<file path="src/hdl/icfm_pkg.sv">
// shared types and constants for the input capture frequency meter
`timescale 1ns / 1ps
package icfm_pkg;

   // fixed field widths
   localparam int RATE_BITS     = 24;
   localparam int INTERVAL_BITS = 8;
   localparam int STEP_BITS     = $clog2(RATE_BITS);
   localparam logic [STEP_BITS-1:0] LAST_STEP = STEP_BITS'(RATE_BITS - 1);

   // register indexes on the csr port
   localparam int CSR_INDEX_BITS = 1;
   localparam logic [CSR_INDEX_BITS-1:0] CSR_TICK_RATE       = 1'b0;
   localparam logic [CSR_INDEX_BITS-1:0] CSR_REPORT_INTERVAL = 1'b1;

   // register reset values
   localparam logic [RATE_BITS-1:0]     TICK_RATE_RESET       = 24'd2000000;
   localparam logic [INTERVAL_BITS-1:0] REPORT_INTERVAL_RESET = 8'd128;

   // controller states
   typedef enum logic [2:0] {
      ST_IDLE  = 3'b001,
      ST_DIV   = 3'b010,
      ST_STORE = 3'b100
   } state_type;

   // controller to datapath
   typedef struct packed {
      logic accept;
      logic step;
      logic store;
   } cmd_type;

   // datapath to controller
   typedef struct packed {
      logic hit;
      logic last_step;
      logic out_busy;
   } sts_type;

endpackage

</file>
<file path="src/hdl/icfm_ctrl.sv">
// controller state machine for the input capture frequency meter
`timescale 1ns / 1ps
module icfm_ctrl
   import icfm_pkg::*;
(
   input  logic    clock,
   input  logic    reset,
   input  logic    req_valid,
   output logic    req_ready,
   input  sts_type sts,
   output cmd_type cmd
);

   state_type state_ff, state_in;

   // handshake and commands
   always_comb begin
      req_ready  = (state_ff == ST_IDLE);
      cmd.accept = req_valid && req_ready;
      cmd.step   = (state_ff == ST_DIV);
      cmd.store  = (state_ff == ST_STORE) && !sts.out_busy;
   end

   // next state
   always_comb begin
      state_in = state_ff;
      unique case (state_ff)
         ST_IDLE: begin
            if (cmd.accept && sts.hit) state_in = ST_DIV;
         end
         ST_DIV: begin
            if (sts.last_step) state_in = ST_STORE;
         end
         ST_STORE: begin
            if (!sts.out_busy) state_in = ST_IDLE;
         end
         default: state_in = ST_IDLE;
      endcase
   end

   // state register
   always_ff @(posedge clock) begin
      if (reset) begin
         state_ff <= ST_IDLE;
      end else begin
         state_ff <= state_in;
      end
   end

endmodule

</file>
<file path="src/hdl/icfm_dp.sv">
// datapath: capture state, config registers, restoring divider, output register
`timescale 1ns / 1ps
module icfm_dp
   import icfm_pkg::*;
#(
   parameter int TIMESTAMP_BITS = 16
) (
   input  logic                      clock,
   input  logic                      reset,
   input  logic                      csr_wr_en,
   input  logic [CSR_INDEX_BITS-1:0] csr_index,
   input  logic [RATE_BITS-1:0]      csr_wdata,
   input  logic [TIMESTAMP_BITS-1:0] req_capture_time,
   output logic                      rsp_valid,
   input  logic                      rsp_ready,
   output logic [RATE_BITS-1:0]      rsp_frequency,
   input  cmd_type                   cmd,
   output sts_type                   sts
);

   localparam int TB = TIMESTAMP_BITS;

   logic [RATE_BITS-1:0]     tick_rate_ff;
   logic [INTERVAL_BITS-1:0] interval_ff;
   logic [TB-1:0]            prev_ff;
   logic [INTERVAL_BITS-1:0] count_ff;
   logic [INTERVAL_BITS-1:0] count_in;
   logic [TB-1:0]            delta;
   logic [TB:0]              div_ff;
   logic [TB-1:0]            rem_ff;
   logic [RATE_BITS-1:0]     quot_ff;
   logic [STEP_BITS-1:0]     step_ff;
   logic [TB:0]              shifted;
   logic                     fits;
   logic [TB:0]              diff;
   logic                     rsp_valid_ff;
   logic [RATE_BITS-1:0]     freq_ff;

   // capture count and interval
   assign count_in = count_ff + INTERVAL_BITS'(1);
   assign delta    = req_capture_time - prev_ff;

   // one restoring divide step
   assign shifted = {rem_ff, quot_ff[RATE_BITS-1]};
   assign fits    = (shifted >= div_ff);
   assign diff    = shifted - div_ff;

   // status to controller
   always_comb begin
      sts.hit       = (count_in == interval_ff);
      sts.last_step = (step_ff == LAST_STEP);
      sts.out_busy  = rsp_valid_ff && !rsp_ready;
   end

   // config registers
   always_ff @(posedge clock) begin
      if (reset) begin
         tick_rate_ff <= TICK_RATE_RESET;
         interval_ff  <= REPORT_INTERVAL_RESET;
      end else if (csr_wr_en) begin
         unique case (csr_index)
            CSR_TICK_RATE:       tick_rate_ff <= csr_wdata;
            CSR_REPORT_INTERVAL: interval_ff  <= csr_wdata[INTERVAL_BITS-1:0];
            default: ;
         endcase
      end
   end

   // capture state, updated on each input transfer
   always_ff @(posedge clock) begin
      if (reset) begin
         prev_ff  <= '0;
         count_ff <= '0;
      end else if (cmd.accept) begin
         prev_ff  <= req_capture_time;
         count_ff <= sts.hit ? '0 : count_in;
      end
   end

   // divider operands and iteration
   always_ff @(posedge clock) begin
      if (cmd.accept) begin
         div_ff  <= {1'b0, delta} + (TB+1)'(1);
         rem_ff  <= '0;
         quot_ff <= tick_rate_ff;
      end else if (cmd.step) begin
         rem_ff  <= fits ? diff[TB-1:0] : shifted[TB-1:0];
         quot_ff <= {quot_ff[RATE_BITS-2:0], fits};
      end
   end

   // step counter
   always_ff @(posedge clock) begin
      if (reset) begin
         step_ff <= '0;
      end else if (cmd.accept) begin
         step_ff <= '0;
      end else if (cmd.step) begin
         step_ff <= step_ff + STEP_BITS'(1);
      end
   end

   // output register
   always_ff @(posedge clock) begin
      if (reset) begin
         rsp_valid_ff <= 1'b0;
      end else if (cmd.store) begin
         rsp_valid_ff <= 1'b1;
      end else if (rsp_ready) begin
         rsp_valid_ff <= 1'b0;
      end
   end

   always_ff @(posedge clock) begin
      if (cmd.store) freq_ff <= quot_ff;
   end

   assign rsp_valid     = rsp_valid_ff;
   assign rsp_frequency = freq_ff;

endmodule

</file>
<file path="src/hdl/input_capture_frequency_meter.sv">
// top level of the input capture frequency meter
`timescale 1ns / 1ps
// Each transfer on the req channel is one timer capture. Captures that do not
// complete a report interval keep req_ready high. The capture that completes
// the interval starts a restoring divide of tick_rate by the wrapped timer
// difference plus one; the divider retires one quotient bit a cycle, so that
// capture occupies the block through accept, 24 divide steps and a store that
// waits while the rsp side holds a previous result. The result sits in an
// output register, so new captures are taken while it waits to be read.
// Config registers are written on the csr port at index 0 (tick_rate) and
// index 1 (report_interval) and should only change while the block is idle.
module input_capture_frequency_meter
   import icfm_pkg::*;
#(
   parameter int TIMESTAMP_BITS = 16
) (
   input  logic                      clock,
   input  logic                      reset,
   input  logic                      csr_wr_en,
   input  logic [CSR_INDEX_BITS-1:0] csr_index,
   input  logic [RATE_BITS-1:0]      csr_wdata,
   input  logic                      req_valid,
   output logic                      req_ready,
   input  logic [TIMESTAMP_BITS-1:0] req_capture_time,
   output logic                      rsp_valid,
   input  logic                      rsp_ready,
   output logic [RATE_BITS-1:0]      rsp_frequency
);

   cmd_type cmd;
   sts_type sts;

   // sequencer
   icfm_ctrl u_ctrl (
      .clock     (clock),
      .reset     (reset),
      .req_valid (req_valid),
      .req_ready (req_ready),
      .sts       (sts),
      .cmd       (cmd)
   );

   // datapath
   icfm_dp #(
      .TIMESTAMP_BITS (TIMESTAMP_BITS)
   ) u_dp (
      .clock            (clock),
      .reset            (reset),
      .csr_wr_en        (csr_wr_en),
      .csr_index        (csr_index),
      .csr_wdata        (csr_wdata),
      .req_capture_time (req_capture_time),
      .rsp_valid        (rsp_valid),
      .rsp_ready        (rsp_ready),
      .rsp_frequency    (rsp_frequency),
      .cmd              (cmd),
      .sts              (sts)
   );

endmodule
</file>
<file path="config.mk">
export PLATFORM = sky130hd
export DESIGN_NAME = input_capture_frequency_meter
export DESIGN_NICKNAME = d
export VERILOG_FILES = /design/src/hdl/icfm_pkg.sv /design/src/hdl/icfm_ctrl.sv /design/src/hdl/icfm_dp.sv /design/src/hdl/input_capture_frequency_meter.sv
export SDC_FILE = /design/constraint.sdc
export NUM_CORES = 1
export LEC_CHECK = 0
export ABC_CLOCK_PERIOD_IN_PS = 3400
export BUFFER_PORTS_ARGS = -buffer_cell sky130_fd_sc_hd__buf_2
export CAP_MARGIN = 30
export CORE_ASPECT_RATIO = 0.75
export CORE_MARGIN = 1
export CORE_UTILIZATION = 42
export CTS_BUF_LIST = sky130_fd_sc_hd__clkbuf_8
export DETAILED_ROUTE_END_ITERATION = 12
export PLACE_DENSITY = 0.67
export SYNTH_ARGS = -nofsm -noshare
export SYNTH_HDL_FRONTEND = slang
export SYNTH_SLANG_ARGS = --single-unit
</file>
<file path="constraint.sdc">
create_clock -name clock -period 3.4 [get_ports clock]
set_input_delay 0.17 -clock clock [delete_from_list [all_inputs] [get_ports clock]]
set_output_delay 0.17 -clock clock [all_outputs]
set_load 0.03 [all_outputs]
</file>
After elaboration in Yosys (flattened, before gate mapping). Cells that the tools add are included.

Flip-flop bits (word level): 146. Input port bits: 46. Logic and storage cells: 48.

$add $sub $neg: 5. Order comparisons: 1. Equality and inequality tests: 8. Mux-type cells: 10. Bitwise gates (word level): 1. Reduce and logical (&&, ||, !) cells: 12.

Operators with widths (count): 24-bit two-way mux (2); 16-bit subtractor (2); 16-bit by 1-bit adder with 17-bit output (second input constant) (1); 17-bit greater-or-equal comparator (1); 16-bit two-way mux (1); 3-bit two-way mux (3); 3-bit one-hot mux with 3 select lines (1); 8-bit by 1-bit adder with 8-bit output (second input constant) (1); 8-bit equality test (1); 8-bit two-way mux (1); 5-bit by 1-bit adder with 5-bit output (second input constant) (1); 5-bit equality test (second input constant) (1); 1-bit logical AND (4); 2-bit by 1-bit != test with 1-bit output (second input constant) (2); 2-bit AND reduction (2); 2-bit nonzero test (2); 3-bit by 1-bit equality test with 1-bit output (second input constant) (1); 3-bit by 2-bit equality test with 1-bit output (second input constant) (1); 3-bit equality test (second input constant) (1); 3-bit AND reduction (1); 1-bit logical NOT (2); 1-bit two-way mux (2); 2-bit != test (second input constant) (1); 2-bit OR reduction (1); 1-bit inverter (1).

Depth between registers and ports, before layout.
Word-level depth: 5. Gate-level depth with buffers: 12. Mapped depth without buffers: 11.

By module. From an unflattened synthesis, not the netlist that was laid out.

Cell total of the unflattened synthesis: 784. Area, all modules: 7788.7 µm².

By module, submodules not included: icfm_dp (instances 1, cells an instance 761, area an instance 7592.3 µm²); icfm_ctrl (instances 1, cells an instance 23, area an instance 196.4 µm²).

Least setup slack after synthesis. Ideal clock, no wire load.

Path type: register to register. From: reg u_ctrl.state_ff[0]. To: reg u_dp.quot_ff[0] (enable). Arrival time: 2.362 ns. Slack: 0.659 ns. Cell stages (with the launch flop): 7. Path buffers: 1. Clock period less this slack: 2.741 ns. Path through: dfxtp_1 -> nor3b_1 -> nand2_1 -> clkinv_1 -> nor2_1 -> clkbuf_1 -> inv_1.

Word-level cells in the longest chain between the ends: 3. Elaborated cells between the ends (all ways): 4.

RTL lines: from (decl) (RTL line icfm_ctrl.sv:14) `state_type state_ff, state_in;`; from (signal assigned) (RTL line icfm_ctrl.sv:46) `state_ff <= state_in;`; 3-bit by 1-bit equality test with 1-bit output (RTL line icfm_ctrl.sv:18) `req_ready = (state_ff == ST_IDLE);`; net req_ready (RTL line input_capture_frequency_meter.sv:23) `output logic req_ready,`; 1-bit logical AND (RTL line icfm_ctrl.sv:19) `cmd.accept = req_valid && req_ready;`; 2-bit nonzero test (no line); to (signal assigned) (RTL line icfm_dp.sv:85) `quot_ff <= tick_rate_ff;`; to (signal assigned) (RTL line icfm_dp.sv:88) `quot_ff <= {quot_ff[RATE_BITS-2:0], fits};`; to (decl) (RTL line icfm_dp.sv:31) `logic [RATE_BITS-1:0] quot_ff;`.

The timed path passes the listed nets, and every way through them passes these cells. A chain may end at the register's enable or synchronous reset.

Worst setup path in the final report.
From: reg u_dp.prev_ff[1]. To: reg u_dp.div_ff[14] (data pin).

Word-level cells in the longest chain between the ends: 2.

RTL lines: from (decl) (RTL line icfm_dp.sv:25) `logic [TB-1:0] prev_ff;`; from (signal assigned) (RTL line icfm_dp.sv:75) `prev_ff <= req_capture_time;`; 16-bit subtractor (RTL line icfm_dp.sv:41) `assign delta = req_capture_time - prev_ff;`; 16-bit by 1-bit adder with 17-bit output (RTL line icfm_dp.sv:83) `div_ff <= {1'b0, delta} + (TB+1)'(1);`; to (signal assigned) (RTL line icfm_dp.sv:83); to (decl) (RTL line icfm_dp.sv:29) `logic [TB:0] div_ff;`.

Every way passes these cells.

==> metrics <==
Synth-to-Final Area Change 18.44%; Tmin final 2953 ps; worst path arrival time 3160 ps; row count 42; required time of the critical path 3600 ps; power density over cell area 439.4 nW/um2; remaining global-route overflow 0; crit-path max cell delay 520 ps; Top FF cell, synth dfxtp_1; Max VDD drop 0.0002507 V; leak pwr 3.702 nW; first-pass GRT wire length 26070 um; starting density of the core 42.89%; HP Class in -> reg; total track usage 18.00%; pre-CTS setup slack 470.4 ps; final WL 16260 um; vias in the first global route 5408; Clock H-tree levels 4; Max Fclk 0.3386 GHz; Synth Instances 819; Buf/Inv on CP 1; pin count of the biggest net entering global routing 48; Min-Delay Path Depth 3; crit start category flop; Ys Warns 0; Clock Path Buffers 2; fin area 8944 um2; post-synthesis sequential area ratio 47.32%; Core Area 17600 um2; Setup Skew 14.03 ps; Avg Vias per Cell 5.010; Slew headroom 59.69%; routed len/inst 13.75 um; RePlAce Congestion 0.8796; average cell area after synthesis 9.220 um2; Synth Net Count 902; fin nets 1011; Die Ht 118.1 um; ys async rst share 0%; Post-DP Area 8150 um2; Pre-antenna DRT Iters 4; ant diodes 0; IO buf count 71; Yosys cell types 74; # setup viols final 0; most common cell after layout, fill and taps aside nand2_1; CTS tree built; CP most frequent cell nor3_1; CP max stage cell nor3_1; CTS buffer count 17; most frequent cells in the layout 193 x nand2_1, 81 x dfxtp_1, 71 x buf_2; Worst setup EP type flop; Num Clock Sinks 146; worst path cell trace inv_1 > ha_1 > nor2b_1 > o31ai_2 > a21oi_2 > o2111a_1 > nor3_1 > nand4_1 > nor3_1 > xnor2_1; max cap viols 0; DRT iter0 DRCs 410; number of fillers in the final layout 1674; DIE AREA 18520 um2; share of cells above drive strength 1 14.67%; Final WS setup 446.5 ps; Final Slew Violations 0; critical path class reg -> reg; clk_lat worst skew 470 ps; count of final hold-check violations 0; CP max FO 6; status finished clean; R2R cell count 10; final routed DRC violation total 0; Synth Cell Area 7551 um2; # Post-CTS Setup Buffers 0; final critical-path share of the clock period 86.87%; post-DP HPWL 10910 um; DRT antenna net count 0; clock root cell clkbuf_8; DR vias 5927; CP Depth 10; Clock Pin Slew Worst Setup and Hold Paths 90 ps; hold slack 63.82 ps; RSZ-0062 raised after global routing false; count of flip-flops with a built-in enable after synthesis 65; initial antenna violation count 0; Tot Pwr 0.003930 W; Die W 156.8 um; I/O pin cnt 72; Synth Register Bits 146; worst-margin pin slew 600.1 ps; Setup TNS Final 0 ps; Top Family by Delay on Critical Path simple AND/OR/NAND/NOR gates
[sequential cells by signal (all words and copies together) (netlist names)]
signal and cells:
u_dp.div_ff 17, u_dp.step_ff 5, u_dp.rsp_valid 1, u_ctrl.state_ff 3
u_dp.count_ff 8, u_dp.interval_ff 8, u_dp.quot_ff 24, u_dp.rem_ff 16
u_dp.rsp_frequency 24, u_dp.tick_rate_ff 24, u_dp.prev_ff 16
[tightest hold or removal path, cell delays in order]
cell and delay, ps:
buf_2 160, nand3_1 100, a21oi_1 50
[worst paths after layout]
check                   from                     to  slack [ps]
max          u_dp.prev_ff[1]        u_dp.div_ff[14]         450
min                csr_wr_en    u_dp.interval_ff[6]          60
max reg2reg  u_dp.prev_ff[1]        u_dp.div_ff[14]         450
min reg2reg  u_dp.quot_ff[2]  u_dp.rsp_frequency[2]         450
[layer usage]
layer	wire length [um]	track usage [%]	vias to the layer above	share of wire [%]
li1	-	-	3057	-
met1	8447	26.09	2733	52
met2	6959	26.31	118	43
met3	617	3.829	19	3.8
met4	237	6.189	0	1.5
met5	0	0	-	0
[timing repair]
action | 4_1_cts | 5_1_grt
gates resized for setup | 0 | 0
hold endpoints to repair | 47 | 0
hold buffers | 41 | 0
[synthesized netlist by cell type, drive strengths merged (20+ instances only)]
| master | instances | share of area, % |
|---|---|---|
| nand2 | 194 | 9.6 |
| dfxtp | 81 | 21 |
| edfxtp | 65 | 26 |
| a21oi | 64 | 4.4 |
| inv | 43 | 2.1 |
| nor2 | 42 | 2.1 |
| ha | 35 | 5.8 |
| o21ai | 27 | 1.8 |
| xnor2 | 26 | 3.0 |
| clkbuf | 25 | 1.2 |
| nand3 | 25 | 1.7 |
| xor2 | 20 | 2.3 |
[layout make-up]
cell class	instances	area, um2	area share, %
Clock inverter	14	120.1	1.343
Sequential cell	146	3573	39.96
Tap cell	242	302.8	3.386
Multi-Input combinational cell	595	3659	40.91
Timing Repair Buffer	124	875.8	9.793
Inverter	44	165.2	1.847
Clock buffer	18	247.7	2.770
[power by group]
part           internal, W  total [W]  leakage (nW)  switching [W]
clock network     0.000545    0.00131         0.176       0.000763
registers          0.00194    0.00198          1.28      0.0000420
logic             0.000273   0.000641          2.24       0.000368
total              0.00276    0.00393          3.70        0.00117
[cells by family after synthesis]
| kind of cell | share of synthesized area [%] |
|---|---|
| mux | 2.270 |
| fa+ha+maj | 6.330 |
| buf+inv | 4.258 |
| simple gates | 20.27 |
| flops | 47.32 |
| xor+xnor | 5.949 |
| compound gates | 13.60 |
[per-stage QoR]
step	cells	utilization, %
final	1183	50.80
after global routing	1183	50.80
after CTS	1182	50.72
after detailed placement	1109	46.30
after global placement	1108	46.25
after floorplan	819	-
Power figures use the tool's default switching activity.
